<file path="src/rtl/core/mecanum_wheel_mixer_defines.svh">
// assertion macros shared by the mecanum wheel mixer rtl
// no dependencies; compiled out when SYNTHESIS is defined
`ifndef MECANUM_WHEEL_MIXER_DEFINES_SVH
`define MECANUM_WHEEL_MIXER_DEFINES_SVH

`ifndef SYNTHESIS

// same-cycle implication
`define MWM_ASSERT_IMPL(lbl, clk, rst, pre, post) \
  lbl: assert property (@(posedge clk) disable iff (rst) (pre) |-> (post)) \
    else $error("mwm assertion failed");

// implication after a fixed number of edges
`define MWM_ASSERT_DELAY(lbl, clk, rst, pre, n, post) \
  lbl: assert property (@(posedge clk) disable iff (rst) (pre) |-> ##n (post)) \
    else $error("mwm assertion failed");

`else

`define MWM_ASSERT_IMPL(lbl, clk, rst, pre, post)
`define MWM_ASSERT_DELAY(lbl, clk, rst, pre, n, post)

`endif

`endif

</file>
<file path="src/rtl/core/mwm_pkg.sv">
// types, constants and helper functions of the mecanum wheel mixer
// no dependencies
package mwm_pkg;

  localparam int AXIS_W     = 8;
  localparam int DZ_W       = 7;
  localparam int SUM_W      = 10;
  localparam int MAG_W      = 9;
  localparam int SPEED_W    = 8;
  localparam int NUM_WHEELS = 4;
  localparam int DIV_STAGES = 4;  // two quotient bits per stage
  localparam int ADDR_W     = 3;
  localparam int DATA_W     = 32;

  localparam logic [DZ_W-1:0]    DEADZONE_RESET = 7'd15;
  localparam logic [MAG_W-1:0]   MIX_LIMIT      = 9'd128;
  localparam logic [SPEED_W-1:0] SPEED_MAX      = 8'd255;

  // register index, taken from paddr[2]
  localparam logic [0:0] REG_DEADZONE = 1'b0;

  typedef logic signed [AXIS_W-1:0] axis_t;
  typedef logic signed [SUM_W-1:0]  sum_t;
  typedef logic [MAG_W-1:0]         mag_t;

  typedef struct packed {
    mag_t rem;
    logic q;
  } div_step_t;

  // zero an axis whose magnitude is under the deadzone
  function automatic axis_t dead_filter(axis_t v, logic [DZ_W-1:0] dz);
    logic [AXIS_W:0] n;
    logic [AXIS_W:0] m;
    n = -{v[AXIS_W-1], v};
    m = v[AXIS_W-1] ? n : {1'b0, v};
    return (m < {2'b00, dz}) ? '0 : v;
  endfunction

  function automatic mag_t magnitude(sum_t v);
    sum_t n;
    n = -v;
    return v[SUM_W-1] ? n[MAG_W-1:0] : v[MAG_W-1:0];
  endfunction

  // one restoring division step, rem < den on entry
  function automatic div_step_t div_step(mag_t rem, mag_t den);
    logic [MAG_W:0] dbl;
    logic [MAG_W:0] dif;
    div_step_t r;
    dbl = {rem, 1'b0};
    dif = dbl - {1'b0, den};
    if (dbl >= {1'b0, den}) begin
      r.q   = 1'b1;
      r.rem = dif[MAG_W-1:0];
    end else begin
      r.q   = 1'b0;
      r.rem = dbl[MAG_W-1:0];
    end
    return r;
  endfunction

endpackage

</file>
<file path="src/rtl/core/mecanum_wheel_mixer.sv">
// mecanum wheel mixer: deadzone, wheel sums, max search, pipelined scaling divider
// depends on mwm_pkg and mecanum_wheel_mixer_defines.svh

// One stick sample (stick_x, stick_y, turn) is taken at every clock edge where
// start is high; busy is always low, so a sample may come every cycle. The
// result appears on the wheel ports, marked by done, and stays for one cycle.
// On the way it passes an input register, a sum stage, a magnitude and max
// stage, four divider stages of two quotient bits each, and the output
// register. The receiver cannot stall and none is needed. The deadzone
// register sits at byte address 0 of the APB port; change it only while no
// sample is in flight.
`include "mecanum_wheel_mixer_defines.svh"

module mecanum_wheel_mixer (
  input  logic                                clk,
  input  logic                                rst,
  // sample side
  input  logic                                start,
  output logic                                busy,
  input  logic signed [mwm_pkg::AXIS_W-1:0]   stick_x,
  input  logic signed [mwm_pkg::AXIS_W-1:0]   stick_y,
  input  logic signed [mwm_pkg::AXIS_W-1:0]   turn,
  // result side
  output logic                                done,
  output logic                                front_left_reverse,
  output logic [mwm_pkg::SPEED_W-1:0]         front_left_speed,
  output logic                                front_right_reverse,
  output logic [mwm_pkg::SPEED_W-1:0]         front_right_speed,
  output logic                                rear_right_reverse,
  output logic [mwm_pkg::SPEED_W-1:0]         rear_right_speed,
  output logic                                rear_left_reverse,
  output logic [mwm_pkg::SPEED_W-1:0]         rear_left_speed,
  // configuration
  input  logic                                psel,
  input  logic                                penable,
  input  logic                                pwrite,
  input  logic [mwm_pkg::ADDR_W-1:0]          paddr,
  input  logic [mwm_pkg::DATA_W-1:0]          pwdata,
  output logic [mwm_pkg::DATA_W-1:0]          prdata,
  output logic                                pready
);

  localparam int NW = mwm_pkg::NUM_WHEELS;
  localparam int DS = mwm_pkg::DIV_STAGES;

  // ---------------- configuration ----------------
  logic [mwm_pkg::DZ_W-1:0] deadzone;

  assign pready = 1'b1;

  always_ff @(posedge clk) begin
    if (rst) begin
      deadzone <= mwm_pkg::DEADZONE_RESET;
    end else if (psel && penable && pwrite && pready &&
                 paddr[2] == mwm_pkg::REG_DEADZONE) begin
      deadzone <= pwdata[mwm_pkg::DZ_W-1:0];
    end
  end

  always_comb begin
    if (paddr[2] == mwm_pkg::REG_DEADZONE) begin
      prdata = {{(mwm_pkg::DATA_W-mwm_pkg::DZ_W){1'b0}}, deadzone};
    end else begin
      prdata = '0;
    end
  end

  assign busy = 1'b0;

  // ---------------- stage 1: input register ----------------
  logic          v1;
  mwm_pkg::axis_t x1, y1, r1;

  always_ff @(posedge clk) begin
    if (rst) begin
      v1 <= 1'b0;
    end else begin
      v1 <= start && !busy;
    end
  end

  always_ff @(posedge clk) begin
    x1 <= stick_x;
    y1 <= stick_y;
    r1 <= turn;
  end

  // ---------------- stage 2: deadzone and wheel sums ----------------
  logic          v2;
  mwm_pkg::sum_t s2      [NW];
  mwm_pkg::sum_t s2_next [NW];

  always_comb begin
    mwm_pkg::sum_t fx, fy, fr;
    fx = mwm_pkg::sum_t'(mwm_pkg::dead_filter(x1, deadzone));
    fy = mwm_pkg::sum_t'(mwm_pkg::dead_filter(y1, deadzone));
    fr = mwm_pkg::sum_t'(mwm_pkg::dead_filter(r1, deadzone));
    s2_next[0] =  fx + fy + fr;  // front-left
    s2_next[1] = -fx + fy - fr;  // front-right
    s2_next[2] =  fx + fy - fr;  // rear-right
    s2_next[3] = -fx + fy + fr;  // rear-left
  end

  always_ff @(posedge clk) begin
    if (rst) begin
      v2 <= 1'b0;
    end else begin
      v2 <= v1;
    end
  end

  always_ff @(posedge clk) begin
    for (int l = 0; l < NW; l++) begin
      s2[l] <= s2_next[l];
    end
  end

  // ---------------- stage 3: magnitudes and largest ----------------
  // index 0 of the divider arrays is the stage 3 register
  logic [DS:0]                dv;
  mwm_pkg::mag_t              drem [DS+1][NW];
  logic [mwm_pkg::SPEED_W-1:0] dq  [DS+1][NW];
  mwm_pkg::mag_t              da   [DS+1][NW];
  logic                       deq  [DS+1][NW];
  logic                       dneg [DS+1][NW];
  mwm_pkg::mag_t              dm   [DS+1];
  logic                       dbig [DS+1];

  mwm_pkg::mag_t a3    [NW];
  mwm_pkg::mag_t m01, m23, m3_next;

  always_comb begin
    for (int l = 0; l < NW; l++) begin
      a3[l] = mwm_pkg::magnitude(s2[l]);
    end
    m01     = (a3[0] > a3[1]) ? a3[0] : a3[1];
    m23     = (a3[2] > a3[3]) ? a3[2] : a3[3];
    m3_next = (m01 > m23) ? m01 : m23;
  end

  always_ff @(posedge clk) begin
    if (rst) begin
      dv[0] <= 1'b0;
    end else begin
      dv[0] <= v2;
    end
  end

  always_ff @(posedge clk) begin
    dm[0]   <= m3_next;
    dbig[0] <= m3_next > mwm_pkg::MIX_LIMIT;
    for (int l = 0; l < NW; l++) begin
      da[0][l]   <= a3[l];
      deq[0][l]  <= a3[l] == m3_next;
      dneg[0][l] <= s2[l][mwm_pkg::SUM_W-1];
      dq[0][l]   <= '0;
      // the largest wheel is saturated later, keep the remainder below m
      drem[0][l] <= (a3[l] == m3_next) ? '0 : a3[l];
    end
  end

  // ---------------- stages 4..7: a*256/m, two bits per stage ----------------
  for (genvar k = 1; k <= DS; k++) begin : g_div
    mwm_pkg::div_step_t st_a [NW];
    mwm_pkg::div_step_t st_b [NW];

    always_comb begin
      for (int l = 0; l < NW; l++) begin
        st_a[l] = mwm_pkg::div_step(drem[k-1][l], dm[k-1]);
        st_b[l] = mwm_pkg::div_step(st_a[l].rem, dm[k-1]);
      end
    end

    always_ff @(posedge clk) begin
      if (rst) begin
        dv[k] <= 1'b0;
      end else begin
        dv[k] <= dv[k-1];
      end
    end

    always_ff @(posedge clk) begin
      dm[k]   <= dm[k-1];
      dbig[k] <= dbig[k-1];
      for (int l = 0; l < NW; l++) begin
        da[k][l]   <= da[k-1][l];
        deq[k][l]  <= deq[k-1][l];
        dneg[k][l] <= dneg[k-1][l];
        drem[k][l] <= st_b[l].rem;
        dq[k][l]   <= {dq[k-1][l][mwm_pkg::SPEED_W-3:0], st_a[l].q, st_b[l].q};
      end
    end
  end

  // ---------------- output register ----------------
  logic [mwm_pkg::SPEED_W-1:0] spd_next [NW];

  always_comb begin
    logic [mwm_pkg::MAG_W:0] dbl;
    for (int l = 0; l < NW; l++) begin
      dbl = {da[DS][l], 1'b0};
      if (dbig[DS]) begin
        spd_next[l] = deq[DS][l] ? mwm_pkg::SPEED_MAX : dq[DS][l];
      end else if (dbl > {2'b00, mwm_pkg::SPEED_MAX}) begin
        spd_next[l] = mwm_pkg::SPEED_MAX;
      end else begin
        spd_next[l] = dbl[mwm_pkg::SPEED_W-1:0];
      end
    end
  end

  always_ff @(posedge clk) begin
    if (rst) begin
      done <= 1'b0;
    end else begin
      done <= dv[DS];
    end
  end

  always_ff @(posedge clk) begin
    front_left_reverse  <= dneg[DS][0];
    front_left_speed    <= spd_next[0];
    front_right_reverse <= dneg[DS][1];
    front_right_speed   <= spd_next[1];
    rear_right_reverse  <= dneg[DS][2];
    rear_right_speed    <= spd_next[2];
    rear_left_reverse   <= dneg[DS][3];
    rear_left_speed     <= spd_next[3];
  end

  // ---------------- assertions ----------------
  `MWM_ASSERT_DELAY(a_latency, clk, rst, start, 8, done)
  `MWM_ASSERT_IMPL(a_no_phantom, clk, rst, done, $past(start, 8))
  `MWM_ASSERT_IMPL(a_max_found, clk, rst, dv[0] && dm[0] != '0,
    deq[0][0] || deq[0][1] || deq[0][2] || deq[0][3])

endmodule

</file>
<file path="config.mk">
export PLATFORM = sky130hd
export DESIGN_NAME = mecanum_wheel_mixer
export DESIGN_NICKNAME = d
export VERILOG_FILES = /design/src/rtl/core/mwm_pkg.sv /design/src/rtl/core/mecanum_wheel_mixer.sv
export VERILOG_INCLUDE_DIRS = /design/src /design/src/rtl/core
export SDC_FILE = /design/constraint.sdc
export NUM_CORES = 1
export LEC_CHECK = 0
export BUFFER_PORTS_ARGS = -buffer_cell sky130_fd_sc_hd__buf_2
export CORE_MARGIN = 3
export CORE_UTILIZATION = 55
export DETAILED_ROUTE_END_ITERATION = 7
export GPL_TIMING_DRIVEN = 0
export PLACE_DENSITY = 0.72
export SYNTH_ARGS = -nofsm -noshare
export SYNTH_HDL_FRONTEND = slang
export SYNTH_SLANG_ARGS = --single-unit
</file>
<file path="constraint.sdc">
create_clock -name clk -period 16.01 [get_ports clk]
set_input_delay 0.8005 -clock clk [delete_from_list [all_inputs] [get_ports clk]]
set_output_delay 0.8005 -clock clk [all_outputs]
set_load 0.1 [all_outputs]
</file>
## Word-level counts from Yosys, hierarchy flattened

Memories as Yosys holds them, arrays and structs flattened. A register that Yosys moved wholly into a read port is not among the register bits.
Index checks and enable logic that the tools add are counted.

| storage, ports and cells | value |
|---|---|
| bits in registers | 71 |
| logic and storage cells | 183 |
| memories | 8 |
| bits in writable memories | 650 |

| cells by class | value |
|---|---|
| reduce and logical (&&, ||, !) cells | 3 |
| bitwise gates (word level) | 1 |
| equality and inequality tests | 4 |
| add/sub/neg operators | 46 |
| muxes and demuxes | 62 |
| order comparisons | 43 |

Memory list:

| name | words | width | read ports | clocked after Yosys merged registers in | wr ports | line | RTL |
|---|---|---|---|---|---|---|---|
| da | 5 | 36 | 5 | 0 | 5 | mecanum_wheel_mixer.sv:123 | `mwm_pkg::mag_t da [DS+1][NW];` |
| drem | 5 | 36 | 4 | 0 | 5 | mecanum_wheel_mixer.sv:121 | `mwm_pkg::mag_t drem [DS+1][NW];` |
| dq | 5 | 32 | 5 | 0 | 5 | mecanum_wheel_mixer.sv:122 | `logic [mwm_pkg::SPEED_W-1:0] dq [DS+1][NW];` |
| dm | 5 | 9 | 4 | 0 | 5 | mecanum_wheel_mixer.sv:126 | `mwm_pkg::mag_t dm [DS+1];` |
| s2 | 4 | 10 | 4 | 0 | 4 | mecanum_wheel_mixer.sv:90 | `mwm_pkg::sum_t s2 [NW];` |
| deq | 5 | 4 | 5 | 0 | 5 | mecanum_wheel_mixer.sv:124 | `logic deq [DS+1][NW];` |
| 2 more memories | n/a | n/a | n/a | n/a | n/a | n/a |  |

Operator list:

| operator | count |
|---|---|
| 10-bit by 9-bit >= comparator with 1-bit output | 32 |
| 10-bit two-way mux | 32 |
| 9-bit subtractor | 32 |
| 9-bit two-way mux | 14 |
| 8-bit two-way mux | 15 |
| 9-bit negation | 7 |
| 10-bit by 8-bit greater-than comparator with 1-bit output, second input constant | 4 |
| 9-bit == test | 4 |
| 9-bit greater-than comparator | 3 |
| 9-bit by 7-bit less-than comparator with 1-bit output | 3 |
| 10-bit by 8-bit adder with 10-bit output | 2 |
| 9-bit by 8-bit adder with 10-bit output | 1 |
| 8-bit negation with 10-bit output | 1 |
| 10-bit by 8-bit subtractor with 10-bit output | 1 |
| 9-bit by 8-bit subtractor with 10-bit output | 1 |
| 8-bit by 8-bit adder with 9-bit output | 1 |
| 9-bit by 8-bit greater-than comparator with 1-bit output, second input constant | 1 |
| 7-bit two-way mux | 1 |
| 1-bit logical AND | 3 |
| 1-bit NOT | 1 |

## Longest topological paths before layout

An unclocked memory read counts as a cell.

| depth | value |
|---|---|
| depth after elaboration | 9 |
| gate-level depth with buffers | 31 |

## Worst setup path after synthesis

OpenSTA, ideal clock, no wires.

| timing path | value |
|---|---|
| path kind | reg2reg |
| start | memory s2[2][0] (netlist bit) |
| end | memory deq[0][2] (netlist bit) |
| library setup time | 0.062 ns |
| cell stages (with the launch flop) | 27 |
| period minus slack after synthesis | 6.013 ns |
| buffers on the path | 4 |
| path slack | 9.997 ns |
| arrival | 5.951 ns |
| path through | dfxtp_1 buf_2 inv_1 ha_1 nand2_1 a21boi_1 inv_1 ha_1 nand2_1 o21ai_0 a21oi_1 maj3_1 or4_4 a21oi_4 buf_6 mux2i_1 ha_1 o21ai_0 a21oi_1 a221o_1 and2_1 clkbuf_1 clkbuf_1 o311ai_0 o31ai_1 nor4_2 and2_1 |

RTL lines:

| what | line |
|---|---|
| start: declaration | mecanum_wheel_mixer.sv:90 |
| end: declaration | mecanum_wheel_mixer.sv:124 |

==> flow_summary.json <==
{
  "status": "completed",
  "insertion_delay_ps": 640,
  "netlist_instances": 3330,
  "drc_errors": 0,
  "synth_area_per_cell_um2": 9.35,
  "finalMaxSlewViolations": 0,
  "cap_violations": 0,
  "firstDrtPassIters": 6,
  "synth_area_um2": 31100,
  "syn_to_final_growth_pct": 11.4,
  "hold_end": "r1[0]",
  "synthFlopType": "dfxtp_1",
  "h-tree-depth": 2,
  "die_area_um2": 59500,
  "cp_max_fo": 10,
  "worst_pin_slew_ps": 1140,
  "yosysMostFrequentCell": "dfxtp_1",
  "vias": 24500,
  "fin_skew_ps": 20.0,
  "crit_type": "reg -> reg",
  "grt_pass1_wl_um": 131000,
  "io_pins": 136,
  "setup_viol": 0,
  "die_w_um": 244,
  "hpwl_um": 65700,
  "post-route-period-util_pct": 53.5,
  "drt-initial-drc-count": 1708,
  "synth_area_leaders": "dfxtp_1 38%, ha_1 15%, xnor2_1 5.0%",
  "grt-ovfl-total": 0,
  "cp-start-kind": "flip-flop",
  "synth_edf_count": 0,
  "async_reset_ff_share_pct": 0,
  "finalNetCount": 3950,
  "ff2ff_path_depth": 26,
  "antenna_left": 0,
  "cts_tree": "built",
  "place.gp.congestion": 0.964,
  "synth.top_cell.area_share_pct": 37.8,
  "reg2reg_to": "drem[0][30]",
  "grt_max_degree": 18,
  "tns_ps": 0,
  "r2r_slack_ps": 7450,
  "clockRootBuffer": "clkbuf_16",
  "grt_pass1_vias": 24100,
  "antenna_found_initial": 2,
  "post_cts_resized": 0,
  "coreArea_um2": 55500,
  "finalHoldViolCount": 0,
  "hold_path.class": "in -> reg",
  "fmaxAchievable_ghz": 0.117,
  "routedWlPerCell_um": 19.6,
  "max_slew_margin_pct": 23.7,
  "synth-xor-area-share_pct": 6.79,
  "synth-simple-area-share_pct": 12.6,
  "wl_um": 84000,
  "cts.sinks": 588,
  "grt_usage_pct": 27.7,
  "clk_path_buf_depth": 3,
  "synthAdderAreaFrac_pct": 16.2,
  "start_util_pct": 56.1,
  "die_y_um": 244,
  "min_from": "turn[0]",
  "yosys_warnings": 0,
  "ctsHoldBuffers": 0,
  "num-fill-cells": 4658,
  "vias_per_cell": 5.71,
  "clk_pin_slew_worst_paths_ps": 70,
  "whs_path_depth": 1,
  "layout-drive-gt1-share_pct": 9.62,
  "ys_types": 97,
  "cts_setup_buffers": 0,
  "synth_top_cells_by_count": "588 x dfxtp_1, 366 x ha_1, 243 x a21oi_1",
  "num_rows": 86,
  "portBuffers": 81,
  "min_period_ps": 8560,
  "numCtsBuffers": 58,
  "muxShareOfSynthArea_pct": 2.94,
  "worstPathArrival_ps": 9010,
  "synth_area_leader_cell": "dfxtp_1",
  "synth_compound_area_share_pct": 19.2,
  "grt_setup_unrepaired": "no",
  "synth_top_family_by_area": "compound AO/OA/AOI/OAI gates",
  "cp_data_required_time_ps": 16460,
  "endpoint_kind": "flip-flop",
  "rr_startpoint": "s2[2][0]",
  "synth-seq-cells": 588,
  "ys_seq_area_share_pct": 37.8
}
cells by family after synthesis:
| logic type | count (synthesis) |
|---|---|
| fa+ha+maj | 389 |
| buf+inv | 336 |
| xor+xnor | 238 |
| flops | 588 |
| simple gates | 798 |
| other cells | 2 |
| mux | 83 |
| compound gates | 896 |
worst max-delay path: stages (launching register included):
cell and delay [ps]:
dfxtp_1 330, buf_2 250, inv_1 200, ha_1 330, nand2_1 60, a21boi_1 860
inv_1 470, ha_1 440, nand2_1 50, o21ai_0 190, a21oi_1 120, maj3_1 420
or4_4 600, a21oi_4 250, buf_6 200, mux2i_1 460, ha_1 330, nand2_1 70
or3_1 90, clkbuf_1 290, and2_1 180, clkbuf_1 220, clkbuf_1 480, clkbuf_1 570
o21ai_0 250, a2bb2oi_2 450, a21oi_1 220
area by class of cell:
| cell class | instances | area [um2] | area share (%) |
|---|---|---|---|
| inverter | 233 | 875 | 2.52 |
| multi-input combinational | 2431 | 18100 | 52.1 |
| antenna | 1 | 2.50 | 0.00721 |
| buffer | 103 | 515 | 1.49 |
| sequential | 588 | 11800 | 33.9 |
| clock inverter | 34 | 475 | 1.37 |
| tap | 748 | 936 | 2.70 |
| clock buffer | 73 | 1620 | 4.66 |
| timing repair buffer | 82 | 413 | 1.19 |
worst max path at each step:
stage                   from     endpoint
floorplan           s2[2][0]    deq[0][2]
global placement    s2[2][0]  drem[0][30]
detailed placement  s2[2][0]  drem[0][30]
CTS                 s2[2][0]  drem[0][30]
global route        s2[2][0]  drem[0][33]
finish              s2[2][0]  drem[0][30]
layout by cell type (no fill, tap or decap), drive strengths merged, types with 9 or more instances in the layout:
| cell | instances |
|---|---|
| a211o | 16 |
| xnor2 | 181 |
| o21a | 30 |
| clkbuf | 139 |
| xor2 | 57 |
| nor2b | 63 |
| o21ai | 203 |
| mux2i | 16 |
| fa | 22 |
| a211oi | 35 |
| a21boi | 16 |
| nor2 | 232 |
| o32a | 27 |
| conb | 27 |
| nand2b | 56 |
| and3 | 15 |
| o22ai | 9 |
| o221ai | 15 |
| a21o | 129 |
| buf | 119 |
| mux2 | 67 |
| a21oi | 245 |
| inv | 237 |
| and2 | 35 |
| nor4 | 9 |
| nand2 | 211 |
| or2 | 13 |
| nor3 | 35 |
| nand3 | 28 |
| o21bai | 41 |
| clkinv | 18 |
| o31ai | 35 |
| or3 | 25 |
| nand4 | 52 |
| ha | 366 |
| dfxtp | 588 |
layer usage:
metal	track usage (%)	up-vias	share of wire (%)
met5	0	-	0
met4	8.00	0	2.6
met3	4.65	131	6.8
met2	44.6	828	44
met1	38.4	11509	47
li1	-	12032	-
per-stage QoR:
step | hold slack [ps] | setup slack (ps) | cells | util, % | cell area, um2
detailed placement | 312 | 7640 | 4185 | 58.7 | 32600
CTS | 230 | 7540 | 4292 | 62.5 | 34700
finish | 271 | 7450 | 4293 | 62.5 | 34700
global route | 239 | 7200 | 4292 | 62.5 | 34700
global placement | 310 | 7470 | 4184 | 58.7 | 32600
floorplan | 310 | 10000 | 3355 | - | 31200
registers in the layout, indices dropped and copies added (netlist names), 5 cells and up:
name,count
s2,38
rear_left_speed,8
dbig,5
rear_right_speed,8
r1,8
y1,8
deq,20
front_right_speed,8
dq,80
x1,8
drem,144
dv,5
deadzone,7
dm,36
dneg,20
da,170
front_left_speed,8
Power is left out: the tool's default activity adds up to more than one toggle a clock period on the data nets, which glitch-free logic cannot reach.
